<file path="config.mk">
export PLATFORM = sky130hd
export DESIGN_NAME = char_lcd_nibble_sequencer_core
export DESIGN_NICKNAME = d
export VERILOG_FILES = /design/src/sv/clns_pkg.sv /design/src/sv/clns_sequencer.sv /design/src/sv/clns_datapath.sv /design/src/sv/char_lcd_nibble_sequencer_core.sv
export SDC_FILE = /design/constraint.sdc
export NUM_CORES = 1
export LEC_CHECK = 0
export BUFFER_PORTS_ARGS = -buffer_cell sky130_fd_sc_hd__buf_2
export CAP_MARGIN = 20
export CORE_MARGIN = 4
export CORE_UTILIZATION = 43
export DETAILED_ROUTE_END_ITERATION = 10
export HOLD_SLACK_MARGIN = 0.08
export PLACE_DENSITY = 0.72
export SLEW_MARGIN = 20
export SYNTH_ARGS = -nofsm -noshare
export SYNTH_HDL_FRONTEND = slang
export SYNTH_SLANG_ARGS = --single-unit
</file>
<file path="constraint.sdc">
create_clock -name clock -period 7.1 [get_ports clock]
set_input_delay 1.42 -clock clock [delete_from_list [all_inputs] [get_ports clock]]
set_output_delay 1.42 -clock clock [all_outputs]
set_load 0.01 [all_outputs]
</file>
<file path="src/sv/clns_pkg.sv">
`timescale 1ns / 1ps
// ---------------------------------------------------------------------------
// clns_pkg
// Shared types, constants and the control store of the LCD nibble sequencer.
// ---------------------------------------------------------------------------
package clns_pkg;

   localparam int LINE_WIDTH_DEFAULT = 16;
   localparam int COLUMN_WIDTH       = 5;
   localparam int PC_WIDTH           = 5;

   localparam logic [7:0] PAD_CHAR_RESET = 8'h20;
   localparam logic [7:0] CMD_LINE0      = 8'h80;
   localparam logic [7:0] CMD_LINE1      = 8'hC0;
   localparam logic [7:0] CMD_FUNC_SET   = 8'h28;
   localparam logic [7:0] CMD_DISP_OFF   = 8'h08;
   localparam logic [7:0] CMD_CLEAR      = 8'h01;
   localparam logic [7:0] CMD_ENTRY_MODE = 8'h06;
   localparam logic [7:0] CMD_DISP_ON    = 8'h0C;
   localparam logic [7:0] WAKE_8BIT      = 8'h03;
   localparam logic [7:0] WAKE_4BIT      = 8'h02;

   // register indexes
   localparam logic REG_PAD_CHAR = 1'b0;

   typedef enum logic [1:0] {
      OP_INIT   = 2'd0,
      OP_SELECT = 2'd1,
      OP_PUT    = 2'd2,
      OP_FINISH = 2'd3
   } op_type;

   typedef enum logic [1:0] {
      SRC_IMM  = 2'd0,
      SRC_LINE = 2'd1,
      SRC_CHAR = 2'd2,
      SRC_PAD  = 2'd3
   } src_type;

   typedef enum logic [1:0] {
      COL_KEEP  = 2'd0,
      COL_CLEAR = 2'd1,
      COL_INCR  = 2'd2
   } col_op_type;

   typedef enum logic [1:0] {
      SEQ_NEXT      = 2'd0,
      SEQ_DONE      = 2'd1,
      SEQ_SKIP_FULL = 2'd2,
      SEQ_LOOP_ROOM = 2'd3
   } seq_type;

   typedef struct packed {
      logic                emit;
      src_type             src;
      logic                hi;
      logic                rs;
      logic                last;
      logic                last_at_end;
      col_op_type          col_op;
      seq_type             seq;
      logic [PC_WIDTH-1:0] target;
      logic [7:0]          imm;
   } ucode_word_type;

   typedef struct packed {
      logic           fire;
      ucode_word_type word;
   } step_ctrl_type;

   typedef struct packed {
      logic full;
      logic room;
      logic load_ok;
   } dp_status_type;

   // program entry points
   localparam logic [PC_WIDTH-1:0] ENTRY_INIT   = 5'd0;
   localparam logic [PC_WIDTH-1:0] ENTRY_SELECT = 5'd14;
   localparam logic [PC_WIDTH-1:0] ENTRY_PUT    = 5'd16;
   localparam logic [PC_WIDTH-1:0] ENTRY_FINISH = 5'd19;
   localparam logic [PC_WIDTH-1:0] PAD_LOOP     = 5'd20;

   function automatic ucode_word_type uw(input logic emit, input src_type src, input logic hi,
                                         input logic rs, input logic last,
                                         input logic last_at_end, input col_op_type col_op,
                                         input seq_type seq, input logic [PC_WIDTH-1:0] target,
                                         input logic [7:0] imm);
      ucode_word_type w;
      w.emit        = emit;
      w.src         = src;
      w.hi          = hi;
      w.rs          = rs;
      w.last        = last;
      w.last_at_end = last_at_end;
      w.col_op      = col_op;
      w.seq         = seq;
      w.target      = target;
      w.imm         = imm;
      return w;
   endfunction

   // control store: one nibble (or one test) per step
   function automatic ucode_word_type ucode_rom(input logic [PC_WIDTH-1:0] pc);
      ucode_word_type w;
      w = uw(1'b0, SRC_IMM, 1'b0, 1'b0, 1'b0, 1'b0, COL_KEEP, SEQ_DONE, '0, '0);
      case (pc)
         5'd0:  w = uw(1'b1, SRC_IMM, 1'b0, 1'b0, 1'b0, 1'b0, COL_KEEP, SEQ_NEXT, '0, WAKE_8BIT);
         5'd1:  w = uw(1'b1, SRC_IMM, 1'b0, 1'b0, 1'b0, 1'b0, COL_KEEP, SEQ_NEXT, '0, WAKE_8BIT);
         5'd2:  w = uw(1'b1, SRC_IMM, 1'b0, 1'b0, 1'b0, 1'b0, COL_KEEP, SEQ_NEXT, '0, WAKE_8BIT);
         5'd3:  w = uw(1'b1, SRC_IMM, 1'b0, 1'b0, 1'b0, 1'b0, COL_KEEP, SEQ_NEXT, '0, WAKE_4BIT);
         5'd4:  w = uw(1'b1, SRC_IMM, 1'b1, 1'b0, 1'b0, 1'b0, COL_KEEP, SEQ_NEXT, '0,
                       CMD_FUNC_SET);
         5'd5:  w = uw(1'b1, SRC_IMM, 1'b0, 1'b0, 1'b0, 1'b0, COL_KEEP, SEQ_NEXT, '0,
                       CMD_FUNC_SET);
         5'd6:  w = uw(1'b1, SRC_IMM, 1'b1, 1'b0, 1'b0, 1'b0, COL_KEEP, SEQ_NEXT, '0,
                       CMD_DISP_OFF);
         5'd7:  w = uw(1'b1, SRC_IMM, 1'b0, 1'b0, 1'b0, 1'b0, COL_KEEP, SEQ_NEXT, '0,
                       CMD_DISP_OFF);
         5'd8:  w = uw(1'b1, SRC_IMM, 1'b1, 1'b0, 1'b0, 1'b0, COL_KEEP, SEQ_NEXT, '0, CMD_CLEAR);
         5'd9:  w = uw(1'b1, SRC_IMM, 1'b0, 1'b0, 1'b0, 1'b0, COL_KEEP, SEQ_NEXT, '0, CMD_CLEAR);
         5'd10: w = uw(1'b1, SRC_IMM, 1'b1, 1'b0, 1'b0, 1'b0, COL_KEEP, SEQ_NEXT, '0,
                       CMD_ENTRY_MODE);
         5'd11: w = uw(1'b1, SRC_IMM, 1'b0, 1'b0, 1'b0, 1'b0, COL_KEEP, SEQ_NEXT, '0,
                       CMD_ENTRY_MODE);
         5'd12: w = uw(1'b1, SRC_IMM, 1'b1, 1'b0, 1'b0, 1'b0, COL_KEEP, SEQ_NEXT, '0,
                       CMD_DISP_ON);
         5'd13: w = uw(1'b1, SRC_IMM, 1'b0, 1'b0, 1'b1, 1'b0, COL_CLEAR, SEQ_DONE, '0,
                       CMD_DISP_ON);
         5'd14: w = uw(1'b1, SRC_LINE, 1'b1, 1'b0, 1'b0, 1'b0, COL_KEEP, SEQ_NEXT, '0, '0);
         5'd15: w = uw(1'b1, SRC_LINE, 1'b0, 1'b0, 1'b1, 1'b0, COL_CLEAR, SEQ_DONE, '0, '0);
         5'd16: w = uw(1'b0, SRC_IMM, 1'b0, 1'b0, 1'b0, 1'b0, COL_KEEP, SEQ_SKIP_FULL, '0, '0);
         5'd17: w = uw(1'b1, SRC_CHAR, 1'b1, 1'b1, 1'b0, 1'b0, COL_KEEP, SEQ_NEXT, '0, '0);
         5'd18: w = uw(1'b1, SRC_CHAR, 1'b0, 1'b1, 1'b1, 1'b0, COL_INCR, SEQ_DONE, '0, '0);
         5'd19: w = uw(1'b0, SRC_IMM, 1'b0, 1'b0, 1'b0, 1'b0, COL_KEEP, SEQ_SKIP_FULL, '0, '0);
         5'd20: w = uw(1'b1, SRC_PAD, 1'b1, 1'b1, 1'b0, 1'b0, COL_KEEP, SEQ_NEXT, '0, '0);
         5'd21: w = uw(1'b1, SRC_PAD, 1'b0, 1'b1, 1'b0, 1'b1, COL_INCR, SEQ_LOOP_ROOM,
                       PAD_LOOP, '0);
         default: w = uw(1'b0, SRC_IMM, 1'b0, 1'b0, 1'b0, 1'b0, COL_KEEP, SEQ_DONE, '0, '0);
      endcase
      return w;
   endfunction

endpackage

</file>
<file path="src/sv/clns_sequencer.sv">
`timescale 1ns / 1ps
// ---------------------------------------------------------------------------
// clns_sequencer
// Step counter and control store: dispatches on the op and walks the program.
// ---------------------------------------------------------------------------
module clns_sequencer (
   input  logic                           clock,
   input  logic                           reset,
   input  logic                           start,
   input  clns_pkg::op_type               op,
   input  clns_pkg::dp_status_type        status,
   output logic                           busy,
   output clns_pkg::step_ctrl_type        ctrl
);

   logic                          busy_ff, busy_in;
   logic [clns_pkg::PC_WIDTH-1:0] pc_ff, pc_in;
   clns_pkg::ucode_word_type      word;
   logic                          fire;

   assign word = clns_pkg::ucode_rom(pc_ff);
   // a step waits only if it emits and the output register is still held
   assign fire = busy_ff && (!word.emit || status.load_ok);

   always_comb begin
      busy_in = busy_ff;
      pc_in   = pc_ff;
      if (!busy_ff) begin
         if (start) begin
            busy_in = 1'b1;
            case (op)
               clns_pkg::OP_INIT:   pc_in = clns_pkg::ENTRY_INIT;
               clns_pkg::OP_SELECT: pc_in = clns_pkg::ENTRY_SELECT;
               clns_pkg::OP_PUT:    pc_in = clns_pkg::ENTRY_PUT;
               clns_pkg::OP_FINISH: pc_in = clns_pkg::ENTRY_FINISH;
               default:             pc_in = clns_pkg::ENTRY_INIT;
            endcase
         end
      end else if (fire) begin
         case (word.seq)
            clns_pkg::SEQ_NEXT: pc_in = pc_ff + 1'b1;
            clns_pkg::SEQ_DONE: busy_in = 1'b0;
            clns_pkg::SEQ_SKIP_FULL: begin
               if (status.full) busy_in = 1'b0;
               else pc_in = pc_ff + 1'b1;
            end
            clns_pkg::SEQ_LOOP_ROOM: begin
               if (status.room) pc_in = word.target;
               else busy_in = 1'b0;
            end
            default: busy_in = 1'b0;
         endcase
      end
   end

   always_ff @(posedge clock) begin
      if (reset) begin
         busy_ff <= 1'b0;
         pc_ff   <= '0;
      end else begin
         busy_ff <= busy_in;
         pc_ff   <= pc_in;
      end
   end

   assign busy      = busy_ff;
   assign ctrl.fire = fire;
   assign ctrl.word = word;

endmodule

</file>
<file path="src/sv/clns_datapath.sv">
`timescale 1ns / 1ps
// ---------------------------------------------------------------------------
// clns_datapath
// Column counter, operand latch, nibble select and output register.
// ---------------------------------------------------------------------------
module clns_datapath #(
   parameter int LINE_WIDTH = clns_pkg::LINE_WIDTH_DEFAULT
) (
   input  logic                     clock,
   input  logic                     reset,
   input  logic                     start,
   input  logic                     line_select,
   input  logic [7:0]               char_code,
   input  logic [7:0]               pad_char,
   input  clns_pkg::step_ctrl_type  ctrl,
   output clns_pkg::dp_status_type  status,
   output logic                     rsp_valid,
   input  logic                     rsp_ready,
   output logic [3:0]               rsp_nibble,
   output logic                     rsp_rs,
   output logic                     rsp_last
);

   localparam logic [clns_pkg::COLUMN_WIDTH-1:0] WidthVal = clns_pkg::COLUMN_WIDTH'(LINE_WIDTH);

   logic [clns_pkg::COLUMN_WIDTH-1:0] column_ff, column_in;
   logic [clns_pkg::COLUMN_WIDTH-1:0] column_inc;
   logic                              line_ff;
   logic [7:0]                        char_ff;
   logic                              valid_ff, valid_in;
   logic [3:0]                        nibble_ff;
   logic                              rs_ff, last_ff;
   logic [7:0]                        src_byte;
   logic [3:0]                        nib;
   logic                              at_end, load;

   assign column_inc     = column_ff + 1'b1;
   assign at_end         = column_inc >= WidthVal;
   assign status.full    = column_ff >= WidthVal;
   assign status.room    = !at_end;
   assign status.load_ok = !valid_ff || rsp_ready;

   always_comb begin
      case (ctrl.word.src)
         clns_pkg::SRC_IMM:  src_byte = ctrl.word.imm;
         clns_pkg::SRC_LINE: src_byte = line_ff ? clns_pkg::CMD_LINE1 : clns_pkg::CMD_LINE0;
         clns_pkg::SRC_CHAR: src_byte = char_ff;
         clns_pkg::SRC_PAD:  src_byte = pad_char;
         default:            src_byte = ctrl.word.imm;
      endcase
   end

   assign nib  = ctrl.word.hi ? src_byte[7:4] : src_byte[3:0];
   assign load = ctrl.fire && ctrl.word.emit;

   always_comb begin
      column_in = column_ff;
      if (ctrl.fire) begin
         case (ctrl.word.col_op)
            clns_pkg::COL_CLEAR: column_in = '0;
            clns_pkg::COL_INCR:  column_in = column_inc;
            default:             column_in = column_ff;
         endcase
      end
      valid_in = valid_ff;
      if (load) valid_in = 1'b1;
      else if (rsp_ready) valid_in = 1'b0;
   end

   always_ff @(posedge clock) begin
      if (reset) begin
         column_ff <= '0;
         valid_ff  <= 1'b0;
      end else begin
         column_ff <= column_in;
         valid_ff  <= valid_in;
      end
   end

   always_ff @(posedge clock) begin
      if (start) begin
         line_ff <= line_select;
         char_ff <= char_code;
      end
      if (load) begin
         nibble_ff <= nib;
         rs_ff     <= ctrl.word.rs;
         last_ff   <= ctrl.word.last || (ctrl.word.last_at_end && at_end);
      end
   end

   assign rsp_valid  = valid_ff;
   assign rsp_nibble = nibble_ff;
   assign rsp_rs     = rs_ff;
   assign rsp_last   = last_ff;

endmodule

</file>
<file path="src/sv/char_lcd_nibble_sequencer_core.sv">
`timescale 1ns / 1ps
// ---------------------------------------------------------------------------
// char_lcd_nibble_sequencer_core
// Host side of a 4-bit character LCD: turns init, select-line, put-char and
// finish-line transactions into a stream of RS-tagged nibbles.
// ---------------------------------------------------------------------------
// One transaction is taken per program run. The accept cycle dispatches, then
// a microcoded sequencer runs one control word per cycle, each word emitting
// at most one nibble. Put-char is dropped when the line is full, and
// finish-line pads every remaining column with the pad character.
// A new request is taken the cycle after the program ends; the output register
// lets the last nibble wait while the next request is accepted. Back-pressure
// on the result side holds the sequencer on its current step.
module char_lcd_nibble_sequencer_core #(
   parameter int LINE_WIDTH = clns_pkg::LINE_WIDTH_DEFAULT
) (
   input  logic        clock,
   input  logic        reset,
   // request stream
   input  logic        req_tvalid,
   output logic        req_tready,
   input  logic [15:0] req_tdata,   // [0] line_select, [8:1] char_code, rest zero
   input  logic [1:0]  req_tuser,   // [1:0] op
   // result stream
   output logic        rsp_tvalid,
   input  logic        rsp_tready,
   output logic [7:0]  rsp_tdata,   // [3:0] nibble, rest zero
   output logic        rsp_tuser,   // [0] reg_select
   output logic        rsp_tlast,
   // register port
   input  logic        csr_psel,
   input  logic        csr_penable,
   input  logic        csr_pwrite,
   input  logic [2:0]  csr_paddr,
   input  logic [31:0] csr_pwdata,
   output logic [31:0] csr_prdata,
   output logic        csr_pready
);

   logic                      busy, start;
   logic [7:0]                pad_char_ff, pad_char_in;
   logic                      csr_write;
   logic [3:0]                nibble;
   clns_pkg::step_ctrl_type   ctrl;
   clns_pkg::dp_status_type   status;

   assign req_tready = !busy;
   assign start      = req_tvalid && !busy;

   assign csr_pready = 1'b1;
   assign csr_write  = csr_psel && csr_penable && csr_pwrite && csr_pready
                       && (csr_paddr[2] == clns_pkg::REG_PAD_CHAR);
   assign csr_prdata = (csr_paddr[2] == clns_pkg::REG_PAD_CHAR) ? {24'd0, pad_char_ff} : 32'd0;
   assign pad_char_in = csr_write ? csr_pwdata[7:0] : pad_char_ff;

   always_ff @(posedge clock) begin
      if (reset) pad_char_ff <= clns_pkg::PAD_CHAR_RESET;
      else pad_char_ff <= pad_char_in;
   end

   clns_sequencer u_seq (
      .clock  (clock),
      .reset  (reset),
      .start  (start),
      .op     (clns_pkg::op_type'(req_tuser)),
      .status (status),
      .busy   (busy),
      .ctrl   (ctrl)
   );

   clns_datapath #(
      .LINE_WIDTH (LINE_WIDTH)
   ) u_dp (
      .clock       (clock),
      .reset       (reset),
      .start       (start),
      .line_select (req_tdata[0]),
      .char_code   (req_tdata[8:1]),
      .pad_char    (pad_char_ff),
      .ctrl        (ctrl),
      .status      (status),
      .rsp_valid   (rsp_tvalid),
      .rsp_ready   (rsp_tready),
      .rsp_nibble  (nibble),
      .rsp_rs      (rsp_tuser),
      .rsp_last    (rsp_tlast)
   );

   assign rsp_tdata = {4'd0, nibble};

endmodule
</file>
==> qor.txt <==
status: complete, no violations
DP HPWL: 3980 um
net switching power: 0.000159 W
Sw Ratio: 25.7%
Leak: 1.21 nW
Comb pwr share: 15.9%
CTS Buffer Depth: 2
FF-to-FF setup slack: 4.28 ns
setup ws final: 3.80 ns
Horiz. Die Dim: 87.0 um
Cells after Synth: 283
final worst path period share: 46.5%
DRT iter0 DRCs: 108
number of synthesized register bits: 50
CP startpoint: req_tvalid
hold_sp: pad_char_ff[7]
die footprint: 7570 sq um
hold depth: 2
Synth Area per Inst: 9.48 sq um
Hold/Removal Path Class: flip-flop to flip-flop
post-layout minimum cycle time: 3.30 ns
n_diodes: 0
Worst Skew: 0.00882 ns
detail-routed via count per cell: 4.84
FP Rows: 28
Die Y: 87.0 um
PostCTS Resize Cnt: 0
number of vias in the routed layout: 1918
cts hold-fix bufs: 0
first-pass GRT wire length: 8160 um
core area: 5990 sq um
layout cells sized above 1: 23.7%
# DRC: 0
Root Driver: clkbuf_8
Post-CTS Setup Inserts: 0
max_cap viols: 0
Slew HR: 35.1%
Max FO, Critical Path: 12
worst slack, placed: 3.52 ns
CTS tree: yes
Synth cell types: 57
PD cells: 211 nW/um^2
slowest CP cell: mux2i_1
slew at the pin closest to its max-slew limit: 0.947 ns
Peak Freq: 303 MHz
area grow syn2layout: 9.33%
Cell Chain, Critical Path: buf_2, nand2_4, inv_2, a31oi_2, a31o_2, mux2i_1, nand2b_4, or3b_1, o21ai_1
Setup TNS: 0 ns
Slew Limit Fails: 0
largest net degree at the start of global routing: 25
startpoint types: primary input
CTS buffer count: 5
register area share after synthesis: 42.9%
final setup fails: 0
reg2reg end: u_seq.word[20]
cell area after synthesis: 2680 sq um
fillers: 558
R2R cell count: 9
GRT overflow: 0
Skew-Pair Late Insertion Delay: 0.30 ns
Top FF cell, synth: dfxtp_1
Starting Density: 44.8%
number of port buffers: 42
number of synthesized flops with an enable pin: 15
wire length per cell: 12.8 um
CP Capture Type: flip-flop
Worst VDD drop: 84.0 uV
# clock sinks: 50
vias in the first global route: 1699
fraction of registers with async set/reset: 0%
Worst Path Required: 7.27 ns
clock slew at reported path FFs: 0.09 ns
crit path DAT: 3.47 ns
Worst Setup Path Type: primary input to flip-flop
unrepaired setup endpoints after global routing: no
Flop pwr share: 52.7%
GPL Wtd Cong: 0.816
Total Power: 0.000618 W
IO Pins: 105
initial antenna violation count: 0
total wire length: 5050 um
Clk pwr share: 31.4%
Hold Path Sink: pad_char_ff[7]
CTS H-Tree Depth: 2
All-Layer GR Usage: 13.6%
r2r startpoint: u_seq.busy
Crit path largest cell delay: 0.80 ns
Hold Fails Final Rpt: 0
nets@finish: 392
First-pass DRT Iterations: 4
Syn. warnings: 0
Cell Int Power: 0.000460 W
Routed Antenna Nets: 0
==> cells in the final DEF (no fill, tap or decap), types with 7 or more instances in the layout <==
cell type  Yosys  final
inv_1         12     12
nand3_1        8      8
edfxtp_1      15     15
ha_1          12     12
conb_1         2     29
mux2_2         7      7
nand2_1       32     32
a21oi_1       26     26
nor2b_1        9      9
dfxtp_1       35     35
buf_2          2     42
nor2_1        19     19
==> worst max-delay path by stage <==
stage | end | cells after the start | slack, ns
detailed placement | u_seq.word[20] | 9 | 3.52
floorplan | u_seq.word[23] | 10 | 3.99
finish | u_seq.word[20] | 9 | 3.80
CTS | u_seq.word[20] | 9 | 3.81
global route | u_seq.word[20] | 9 | 3.68
global placement | u_seq.word[20] | 9 | 3.53
==> state kept, by name (all words and copies together) (netlist names) <==
name	count
u_seq.word	15
pad_char_ff	8
u_dp.char_ff	8
u_dp.column_ff	5
u_seq.pc_ff	5
u_dp.rsp_nibble	4
u_dp.line_ff	1
u_dp.rsp_last	1
u_dp.rsp_rs	1
u_dp.rsp_valid	1
u_seq.busy	1
==> synth_stat cells, types with 3 or more instances <==
library cell | n | share of area, %
a21oi_1 | 26 | 4.9
a221oi_1 | 3 | 0.98
buf_4 | 31 | 8.7
clkbuf_1 | 5 | 0.70
dfxtp_1 | 35 | 26
edfxtp_1 | 15 | 17
ha_1 | 12 | 5.6
inv_1 | 12 | 1.7
mux2_2 | 7 | 2.9
mux2i_1 | 6 | 2.2
nand2_1 | 32 | 4.5
nand2b_1 | 5 | 1.2
nand3_1 | 8 | 1.5
nor2_1 | 19 | 2.7
nor2b_1 | 9 | 2.1
nor3_1 | 4 | 0.75
o21ai_0 | 4 | 0.75
o22ai_1 | 3 | 0.70
==> cells by family after synthesis <==
group,synth area share [%]
multiplexers,6.76
buffers and inverters,12.1
XOR/XNOR,1.26
flip-flops,42.9
AND/OR/NAND/NOR,18.0
other,0.280
adder cells (fa/ha/maj),5.60
AO/OA/AOI/OAI,13.2
==> layout make-up <==
cell class | count | area, sq um | share of cell area [%]
clock inverter | 2 | 37.5 | 1.28
timing repair buffer | 42 | 210 | 7.17
clock buffer | 6 | 72.6 | 2.47
tap | 75 | 93.8 | 3.20
inverter | 15 | 58.8 | 2.01
sequential | 50 | 1150 | 39.2
multi-input combinational | 206 | 1310 | 44.6
==> worst max-delay path, delay by kind of cell <==
| kind | cells | cell delay (ns) |
|---|---|---|
| AOI/OAI and AO/OA | 3 | 0.48 |
| buffers and inverters | 2 | 0.24 |
| muxes | 1 | 0.80 |
| and+or+nand+nor | 3 | 0.53 |
==> per-layer routing <==
| metal | global-route usage (%) | part of all wire (%) |
|---|---|---|
| met1 | 17.9 | 44 |
| met2 | 22.3 | 49 |
| met3 | 3.22 | 6.3 |
| met4 | 3.82 | 1.0 |
| met5 | 0 | 0 |
==> power groups by stage <==
| stage | combinational [W] | clock (W) | sequential (W) |
|---|---|---|---|
| 2_1_floorplan | 0.0000850 | 0 | 0.000329 |
| 3_5_place_dp | 0.0000982 | 0 | 0.000333 |
| 4_1_cts | 0.0000986 | 0.000201 | 0.000326 |
| 6_report | 0.0000983 | 0.000194 | 0.000326 |
| 3_3_place_gp | 0.0000966 | 0 | 0.000332 |
| 5_1_grt | 0.000111 | 0.000213 | 0.000328 |
==> through the flow <==
stage / hold WS (ns) / instances / util [%] / area [sq um]
3_3_place_gp: 0.444 / 388 / 47.1 / 2820
2_1_floorplan: 0.429 / 310 / - / 2780
5_1_grt: 0.503 / 396 / 49.0 / 2930
6_report: 0.458 / 396 / 49.0 / 2930
4_1_cts: 0.462 / 396 / 49.0 / 2930
3_5_place_dp: 0.449 / 388 / 47.1 / 2820
Note: power is estimated with default switching activity, not from simulation.
